<file path="src/design/spn_pkg.sv">
`default_nettype none

package spn_pkg;

    localparam int unsigned BlockW  = 16;
    localparam int unsigned NibbleW = 4;
    localparam int unsigned Nibbles = BlockW / NibbleW;

    typedef logic [BlockW-1:0] t_block;
    typedef logic [NibbleW-1:0] t_nibble;

    typedef enum logic [1:0] {
        STAGE_WHITEN,
        STAGE_FULL,
        STAGE_LAST
    } t_stage_kind;

    localparam t_nibble SBOX [16] = '{
        4'h5, 4'h6, 4'h2, 4'h0,
        4'h7, 4'hB, 4'h3, 4'hF,
        4'hC, 4'h1, 4'h4, 4'h8,
        4'h9, 4'hD, 4'hA, 4'hE
    };

    function automatic t_block sub_nibbles(input t_block v);
        t_block r;
        r = '0;
        for (int n = 0; n < Nibbles; n++) begin
            r[n*NibbleW +: NibbleW] = SBOX[v[n*NibbleW +: NibbleW]];
        end
        return r;
    endfunction

    // bit 4r+c moves to bit 4c+r
    function automatic t_block transpose4x4(input t_block v);
        t_block r;
        r = '0;
        for (int row = 0; row < Nibbles; row++) begin
            for (int col = 0; col < Nibbles; col++) begin
                r[col*NibbleW + row] = v[row*NibbleW + col];
            end
        end
        return r;
    endfunction

endpackage

`default_nettype wire

</file>
<file path="src/design/spn_if.sv">
`default_nettype none

interface spn_pt_if;
    import spn_pkg::*;

    logic   valid;
    logic   ready;
    t_block plaintext;

    modport source (output valid, output plaintext, input ready);
    modport sink   (input valid, input plaintext, output ready);
endinterface

interface spn_ct_if;
    import spn_pkg::*;

    logic   valid;
    logic   ready;
    t_block ciphertext;

    modport source (output valid, output ciphertext, input ready);
    modport sink   (input valid, input ciphertext, output ready);
endinterface

`default_nettype wire

</file>
<file path="src/design/spn_stage.sv">
`default_nettype none

module spn_stage
    import spn_pkg::*;
#(
    parameter t_stage_kind KIND = STAGE_FULL
) (
    input  wire logic   i_clk,
    input  wire logic   i_rst_n,
    input  wire t_block i_key,
    input  wire logic   i_valid,
    output logic        o_ready,
    input  wire t_block i_data,
    output logic        o_valid,
    input  wire logic   i_ready,
    output t_block      o_data
);

    logic   r_vld;
    t_block r_data;
    t_block n_data;

    always_comb begin
        case (KIND)
            STAGE_WHITEN: n_data = i_data ^ i_key;
            STAGE_FULL:   n_data = transpose4x4(sub_nibbles(i_data)) ^ i_key;
            STAGE_LAST:   n_data = sub_nibbles(i_data) ^ i_key;
            default:      n_data = i_data ^ i_key;
        endcase
    end

    // take a new transaction when empty or when the held one moves on
    assign o_ready = !r_vld || i_ready;

    always_ff @(posedge i_clk) begin
        if (!i_rst_n) begin
            r_vld <= 1'b0;
        end else if (o_ready) begin
            r_vld <= i_valid;
        end
    end

    always_ff @(posedge i_clk) begin
        if (o_ready && i_valid) begin
            r_data <= n_data;
        end
    end

    assign o_valid = r_vld;
    assign o_data  = r_data;

endmodule

`default_nettype wire

</file>
<file path="src/design/spn16_block_encrypt.sv">
`default_nettype none
// Channel   Dir  Payload            Handshake
// i_pt      in   plaintext[15:0]    valid/ready
// o_ct      out  ciphertext[15:0]   valid/ready
// cfg       in   i_cfg_wdata[15:0]  i_cfg_we (round_key)
//
// One transaction per cycle while o_ct is ready, through ROUNDS+1 register stages,
// one per round plus the key whitening stage; the ciphertext is driven at o_ct
// from the register of the last stage. Every stage has its own valid bit and
// ready chains back stage by stage, so bubbles are squeezed out and input is
// taken while a result waits at o_ct as long as some stage is empty.
// Reset (synchronous, active low) empties the pipeline and clears round_key.

module spn16_block_encrypt
    import spn_pkg::*;
#(
    parameter int unsigned ROUNDS = 7
) (
    input  wire logic   i_clk,
    input  wire logic   i_rst_n,
    input  wire logic   i_cfg_we,
    input  wire t_block i_cfg_wdata,
    spn_pt_if.sink      i_pt,
    spn_ct_if.source    o_ct
);

    localparam int unsigned Stages = ROUNDS + 1;

    t_block r_round_key;

    logic   [Stages:0] w_vld;
    logic   [Stages:0] w_rdy;
    t_block            w_data [Stages+1];

    always_ff @(posedge i_clk) begin
        if (!i_rst_n) begin
            r_round_key <= '0;
        end else if (i_cfg_we) begin
            r_round_key <= i_cfg_wdata;
        end
    end

    assign w_vld[0]  = i_pt.valid;
    assign w_data[0] = i_pt.plaintext;
    assign i_pt.ready = w_rdy[0];

    for (genvar s = 0; s < Stages; s++) begin : g_stage
        localparam t_stage_kind Kind = (s == 0) ? STAGE_WHITEN :
                                       (s == Stages - 1) ? STAGE_LAST : STAGE_FULL;
        spn_stage #(
            .KIND (Kind)
        ) u_stage (
            .i_clk   (i_clk),
            .i_rst_n (i_rst_n),
            .i_key   (r_round_key),
            .i_valid (w_vld[s]),
            .o_ready (w_rdy[s]),
            .i_data  (w_data[s]),
            .o_valid (w_vld[s+1]),
            .i_ready (w_rdy[s+1]),
            .o_data  (w_data[s+1])
        );
    end

    assign w_rdy[Stages]  = o_ct.ready;
    assign o_ct.valid      = w_vld[Stages];
    assign o_ct.ciphertext = w_data[Stages];

    // input stalls only when every stage holds a transaction
    a_full_when_stalled : assert property (@(posedge i_clk) disable iff (!i_rst_n)
        !i_pt.ready |-> (&w_vld[Stages:1]))
        else $error("input stalled with a bubble in the pipeline");

    a_ready_reaches_input : assert property (@(posedge i_clk) disable iff (!i_rst_n)
        o_ct.ready |-> i_pt.ready)
        else $error("output ready did not propagate to input");

    a_accept_enters : assert property (@(posedge i_clk) disable iff (!i_rst_n)
        (i_pt.valid && i_pt.ready) |=> w_vld[1])
        else $error("accepted transaction not held in first stage");

    a_stalled_result_kept : assert property (@(posedge i_clk) disable iff (!i_rst_n)
        (w_vld[Stages] && !o_ct.ready) |=> (w_vld[Stages] && $stable(w_data[Stages])))
        else $error("waiting result lost or changed");

endmodule

`default_nettype wire
</file>
<file path="src/flat_wrapper.sv">
// flat-port wrapper written by rule: the top's interface ports become plain ports
module spn16_block_encrypt_flat import spn_pkg::*;
#(
    parameter int unsigned ROUNDS = 7
)
  (i_clk, i_rst_n, i_cfg_we, i_cfg_wdata, i_pt_valid, i_pt_plaintext, i_pt_ready, o_ct_valid, o_ct_ciphertext, o_ct_ready);
  spn_pt_if i_pt_i ();
  spn_ct_if o_ct_i ();
  input  wire logic i_clk;
  input  wire logic i_rst_n;
  input  wire logic i_cfg_we;
  input  wire t_block i_cfg_wdata;
  input wire logic [$bits(i_pt_i.valid)-1:0] i_pt_valid;
  input wire logic [$bits(i_pt_i.plaintext)-1:0] i_pt_plaintext;
  output wire logic [$bits(i_pt_i.ready)-1:0] i_pt_ready;
  output wire logic [$bits(o_ct_i.valid)-1:0] o_ct_valid;
  output wire logic [$bits(o_ct_i.ciphertext)-1:0] o_ct_ciphertext;
  input wire logic [$bits(o_ct_i.ready)-1:0] o_ct_ready;
  assign i_pt_i.valid = i_pt_valid;
  assign i_pt_i.plaintext = i_pt_plaintext;
  assign i_pt_ready = i_pt_i.ready;
  assign o_ct_valid = o_ct_i.valid;
  assign o_ct_ciphertext = o_ct_i.ciphertext;
  assign o_ct_i.ready = o_ct_ready;
  spn16_block_encrypt #(.ROUNDS(ROUNDS)) u_core (.i_clk(i_clk), .i_rst_n(i_rst_n), .i_cfg_we(i_cfg_we), .i_cfg_wdata(i_cfg_wdata), .i_pt(i_pt_i), .o_ct(o_ct_i));
endmodule
</file>
<file path="config.mk">
export PLATFORM = sky130hd
export DESIGN_NAME = spn16_block_encrypt_flat
export DESIGN_NICKNAME = d
export VERILOG_FILES = /design/src/design/spn_pkg.sv /design/src/design/spn_if.sv /design/src/design/spn_stage.sv /design/src/design/spn16_block_encrypt.sv /design/src/flat_wrapper.sv
export SDC_FILE = /design/constraint.sdc
export NUM_CORES = 1
export LEC_CHECK = 0
export BUFFER_PORTS_ARGS = -buffer_cell sky130_fd_sc_hd__buf_2
export CAP_MARGIN = 20
export CELL_PAD_IN_SITES_DETAIL_PLACEMENT = 1
export CELL_PAD_IN_SITES_GLOBAL_PLACEMENT = 1
export CORE_UTILIZATION = 40
export DETAILED_ROUTE_END_ITERATION = 16
export PLACE_DENSITY_LB_ADDON = 0.25
export SYNTH_ARGS = -nofsm -noshare
export SYNTH_HDL_FRONTEND = slang
export SYNTH_SLANG_ARGS = --single-unit
</file>
<file path="constraint.sdc">
create_clock -name i_clk -period 3.42 [get_ports i_clk]
set_input_delay 0.342 -clock i_clk [delete_from_list [all_inputs] [get_ports i_clk]]
set_output_delay 0.342 -clock i_clk [all_outputs]
set_load 0.01 [all_outputs]
</file>
---- After elaboration in Yosys (flattened, before gate mapping) ----
Memories as Yosys holds them, arrays and structs flattened.
Cells that the tools add are included.
storage, ports and cells
  bits in read-only memories .............. 1792
  logic and storage cells ................. 189
  memories kept ........................... 28
  bits in registers ....................... 152
  output and inout bits ................... 18
memories
  name              words  width  rd ports  clocked after memory_dff  wr ports  RTL line       text
  (name not given)  16     4      1         0                         0         spn_pkg.sv:29  r[n*NibbleW +: NibbleW] = SBOX[v[n*NibbleW +: NibbleW]];
  (name not given)  16     4      1         0                         0         spn_pkg.sv:29
  (name not given)  16     4      1         0                         0         spn_pkg.sv:29
  (name not given)  16     4      1         0                         0         spn_pkg.sv:29
  (name not given)  16     4      1         0                         0         spn_pkg.sv:29
  (name not given)  16     4      1         0                         0         spn_pkg.sv:29
  22 more memories  --     --     --        --                        --        --
cells by class
  reductions and logical operators ........ 24
  $lt $le $gt $ge ......................... 28
  bitwise operators ....................... 36
  mux-type cells .......................... 56
operators with widths
  kind                                                       count
  4-bit two-way mux                                          56
  5-bit greater-or-equal comparator (second input constant)  28
  4-bit NOT with 5-bit output                                28
  16-bit XOR                                                 8
  1-bit logical AND                                          8
  1-bit logical NOT                                          8
  1-bit logical OR                                           8

---- Longest topological paths before layout ----
  depth in word-level cells ............... 10
  mapped depth ............................ 5
  depth with buffers taken out ............ 5

---- By module ----
From an unflattened synthesis, not the netlist that was laid out.
second synthesis, totals
  cells, all modules ...................... 782
  area total of the unflattened synthesis .. 9247.6 µm²
by module, submodules not included
  module                                     area each (µm²)  cells each  times used  sequential area each (µm²)
  spn_stage (u_core.g_stage[4].u_stage ...)  1128.6           102         3           500.5
  spn_stage (u_core.g_stage[2].u_stage ...)  1144.8           95          2           500.5
  spn_stage (u_core.g_stage[1].u_stage)      1148.6           97          1           500.5
  spn_stage (u_core.g_stage[7].u_stage)      1129.8           101         1           500.5
  spn_stage (u_core.g_stage[0].u_stage)      678.2            37          1           500.5
  spn16_block_encrypt                        615.6            51          1           320.3

---- Worst setup path after synthesis ----
OpenSTA, ideal clock, no wires.
  kind .................................... flip-flop to flip-flop
  start point ............................. register u_core.g_stage[7].u_stage.r_vld
  end point ............................... register u_core.g_stage[5].u_stage.r_data[0] (enable)
  required time ........................... 3.006 ns
  arrival time ............................ 1.887 ns
  setup slack ............................. 1.120 ns
  stages on the path, launching flop included .. 4
  library setup time ...................... 0.414 ns
  cell sequence ........................... dfxtp_1 > nor2b_1 > and2_1 > a21boi_0
on the way
  word-level cells in the longest chain between the ends .. 5
RTL lines
  element                         RTL line         text
  from (decl)                     spn_stage.sv:19  logic r_vld;
  from (signal assigned)          spn_stage.sv:39  r_vld <= i_valid;
  1-bit logical NOT               spn_stage.sv:33  assign o_ready = !r_vld || i_ready;
  1-bit logical OR (3 in series)  spn_stage.sv:33
  1-bit logical AND               spn_stage.sv:44  if (o_ready && i_valid) begin
  to (signal assigned)            spn_stage.sv:45  r_data <= n_data;
  to (decl)                       spn_stage.sv:20  t_block r_data;
Every way passes these cells.
A chain may end at the register's enable or synchronous reset.

---- Worst setup path in the final report ----
  start point ............................. register u_core.g_stage[7].u_stage.r_vld
  end point ............................... output i_pt_ready
on the way
  word-level cells in the longest chain between the ends .. 9
RTL lines
  element                         RTL line            text
  1-bit logical NOT               spn_stage.sv:33
  1-bit logical OR (8 in series)  spn_stage.sv:33
  to (decl)                       flat_wrapper.sv:15  output wire logic [$bits(i_pt_i.ready)-1:0] i_pt_ready;
Every way passes these cells.

==> run_results.csv <==
group,metric,value,unit
outcome,status,"finished clean",
clocking,cts_resized,0,
floorplan,rows,55,
power_and_ir_drop,peakVddDrop,0.305,mV
sta,rsz0062_at_grt,"no",
clocking,cts_tree,"done",
power_and_ir_drop,power_density,449,mW/mm2
clocking,cts.sinks,152,
logic_synthesis,async_flop_share,0,%
detailed_routing,met2WireLength,11.0,mm
floorplan,io-pin-count,55,
logic_synthesis,synth_seq_cells,152,
logic_synthesis,synthTopCellsByArea,"edfxtp_1, ha_1, xnor2_1",
setup_path,cp_top_family,"simple AND/OR/NAND/NOR gates",
setup_path,crit_fanout,5,
logic_synthesis,syn-cell-area,0.00921,mm2
min_path,hold_class,"input port to register",
sta,maxSlewViolCount,0,
sta,setup_viol,0,
detailed_routing,vias_per_cell,5.12,
clocking,cts_hold_buf,0,
flow_run,drv_cap,0,
sta,hold_violations,0,
detailed_routing,ant_nets,0,
clocking,numCtsBuffers,17,
setup_path,end_kind,"primary output",
finish,design_area,0.0104,mm2
logic_synthesis,synth_flop_cell,"edfxtp_1",
global_routing,grt_pass1_vias,6228,
sta,fin_crit,2040,ps
sta,slew_headroom,35.0,%
sta,fin_skew,13.2,ps
detailed_routing,vias,5905,
clocking,clk_pin_slew,70,ps
floorplan,start_util,40.7,%
setup_path,crit_buf_inv,1,
placement,portBuffers,54,
placement,place_area,0.00978,mm2
logic_synthesis,synth_top_area_share,41.7,%
placement,gp_congestion,0.780,
logic_synthesis,synth_fp_nets,918,
floorplan,die-area,0.0236,mm2
clocking,clkLatencyLatePin,430,ps
detailed_routing,met1_length,8.97,mm
logic_synthesis,synth.most_common_cell,"edfxtp_1",
detailed_routing,drt_iter0_markers,230,
clocking,cts_max_level,4,
setup_path,cpMaxStageDelayCell,"nor3_2",
detailed_routing,wl_per_cell,18.2,um
finish,diodes,0,
finish,fin_cells,1154,
floorplan,core_region_area,0.0226,mm2
detailed_routing,highest_layer,"met4",
finish,area_delta_synth_final,13.0,%
finish,fill_cells,2418,
sta,tns,0,ps
floorplan,fp.dieH,154,um
sta,finalCritPeriodShare,59.6,%
setup_path,crit_chain,"nand3b_1 -> nor3_2 -> nand2_1 -> buf_2",
global_routing,grt_pass1_wl,33.5,mm
global_routing,antenna_found_initial,0,
finish,fin_nets,977,
logic_synthesis,ys_warn_count,0,
logic_synthesis,synth_area_leader_cell,"edfxtp_1",
sta,setup_slack,1380,ps
placement,dp_hpwl,15.2,mm
setup_path,cp.arrival,1700,ps
sta,max_freq,0.491,GHz
detailed_routing,routed_wl,21.0,mm
logic_synthesis,synth_edf_count,128,
clocking,clk_path_buf_depth,2,
placement,dp_cells,1122,
global_routing,grt_usage,19.0,%
setup_path,worstSetupStartpointType,"register",
detailed_routing,routed-wl-met3,602,um
detailed_routing,drtPass1Iterations,4,
logic_synthesis,yosysSeqAreaShare,47.0,%
floorplan,chipWidth,154,um
placement,pre_cts_slack,1650,ps
logic_synthesis,ys_types,33,
setup_path,max_stage_delay,440,ps
logic_synthesis,synth.avg_cell_area,11.6,um2
power_and_ir_drop,p_leak,0.00418,uW
setup_path,path_class,"register to primary output",
finish,fin_util,46.0,%
clocking,cts_setup_buffers,0,
sta,worstMarginPinSlew,973,ps
clocking,root_buffer,"clkbuf_16",
setup_path,crit_required,3080,ps
global_routing,grt-ovfl-total,0,
global_routing,grt_max_degree,26,
logic_synthesis,synthCells,797,
finish,final_layout_size_suffix_gt1_share,15.5,%
logic_synthesis,synth_common_cells,"edfxtp_1, xnor2_1, ha_1, inv_1, o21ai_0",
detailed_routing,drc_errors,0,
## routing by layer
layer,global-route usage [%],vias to the layer above
li1,-,2893
met1,22.0,2921
met2,35.0,71
met3,3.83,20
met4,6.10,0
met5,0,-
## worst paths after layout
kind,startpoint,end,slack (ps),cells after the start
worst max-delay path,u_core.g_stage[7].u_stage.o_valid$_SDFFE_PN0P_,i_pt_ready,1380,4
worst min-delay path,i_pt_valid,u_core.g_stage[0].u_stage.o_valid$_SDFFE_PN0P_,150,2
worst max register to register,u_core.g_stage[2].u_stage.o_data[1]$_DFFE_PP_,u_core.g_stage[3].u_stage.o_data[8]$_DFFE_PP_,1630,4
worst min register to register,u_core.g_stage[3].u_stage.o_valid$_SDFFE_PN0P_,u_core.g_stage[4].u_stage.o_valid$_SDFFE_PN0P_,480,1
## layout make-up
class | count | area [um2] | share of cell area [%]
Multi-Input combinational cell | 558 | 4530 | 43.6
Sequential cell | 152 | 4320 | 41.6
Clock buffer | 23 | 554 | 5.33
Tap cell | 285 | 357 | 3.43
Timing Repair Buffer | 61 | 323 | 3.10
Inverter | 66 | 248 | 2.38
Clock inverter | 9 | 67.6 | 0.649
## layout by cell type (no fill, tap or decap), types with 10 or more instances in the layout
master and n:
mux2i_1 33, xnor2_1 87, mux4_2 11, o21ai_0 57
nand2_1 36, ha_1 84, nand3_1 25, dfxtp_1 24
nor2b_1 34, edfxtp_1 128, inv_1 65, buf_2 54
nand3b_1 17, clkbuf_16 22, o2bb2ai_1 10, mux2_2 24
a21oi_1 33, xor2_1 41, nor2_1 29
## report_power, final
part           leakage (uW)  internal [uW]  switching [uW]
Clock              0.000311           1160             798
Sequential          0.00137           2110             146
Combinational       0.00249            243             210
Total               0.00418           3510            1150
## flip-flops by register name, summed over array words and instances, names as in the netlist
name,count
u_core.g_stage.u_stage.o_data,128
u_core.r_round_key,16
u_core.g_stage.u_stage.o_valid,8
## logic make-up (layout without fill, tap and decap cells)
family                   Yosys count  in the layout  share of synthesized area (%)
adder cells (fa/ha/maj)           84             84                           11.4
flip-flops                       152            152                           47.0
buffers and inverters             87            159                           3.83
AO/OA/AOI/OAI                    123            123                           7.74
AND/OR/NAND/NOR                  155            155                           8.67
XOR/XNOR                         128            128                           12.2
multiplexers                      68             68                           9.21
## per-stage QoR
step | power (uW) | hold WS [ps]
final | 4670 | 148
after global routing | 4850 | 142
after CTS | 4720 | 127
after detailed placement | 2760 | 475
after global placement | 2740 | 469
after floorplan | 2590 | 454
## worst reg2reg max path, cell delays in order (launching register included)
cell	delay [ps]
edfxtp_1	460
inv_1	140
ha_1	270
mux4_2	470
xnor2_1	150
No activity file was read; power rests on OpenSTA's default activity.
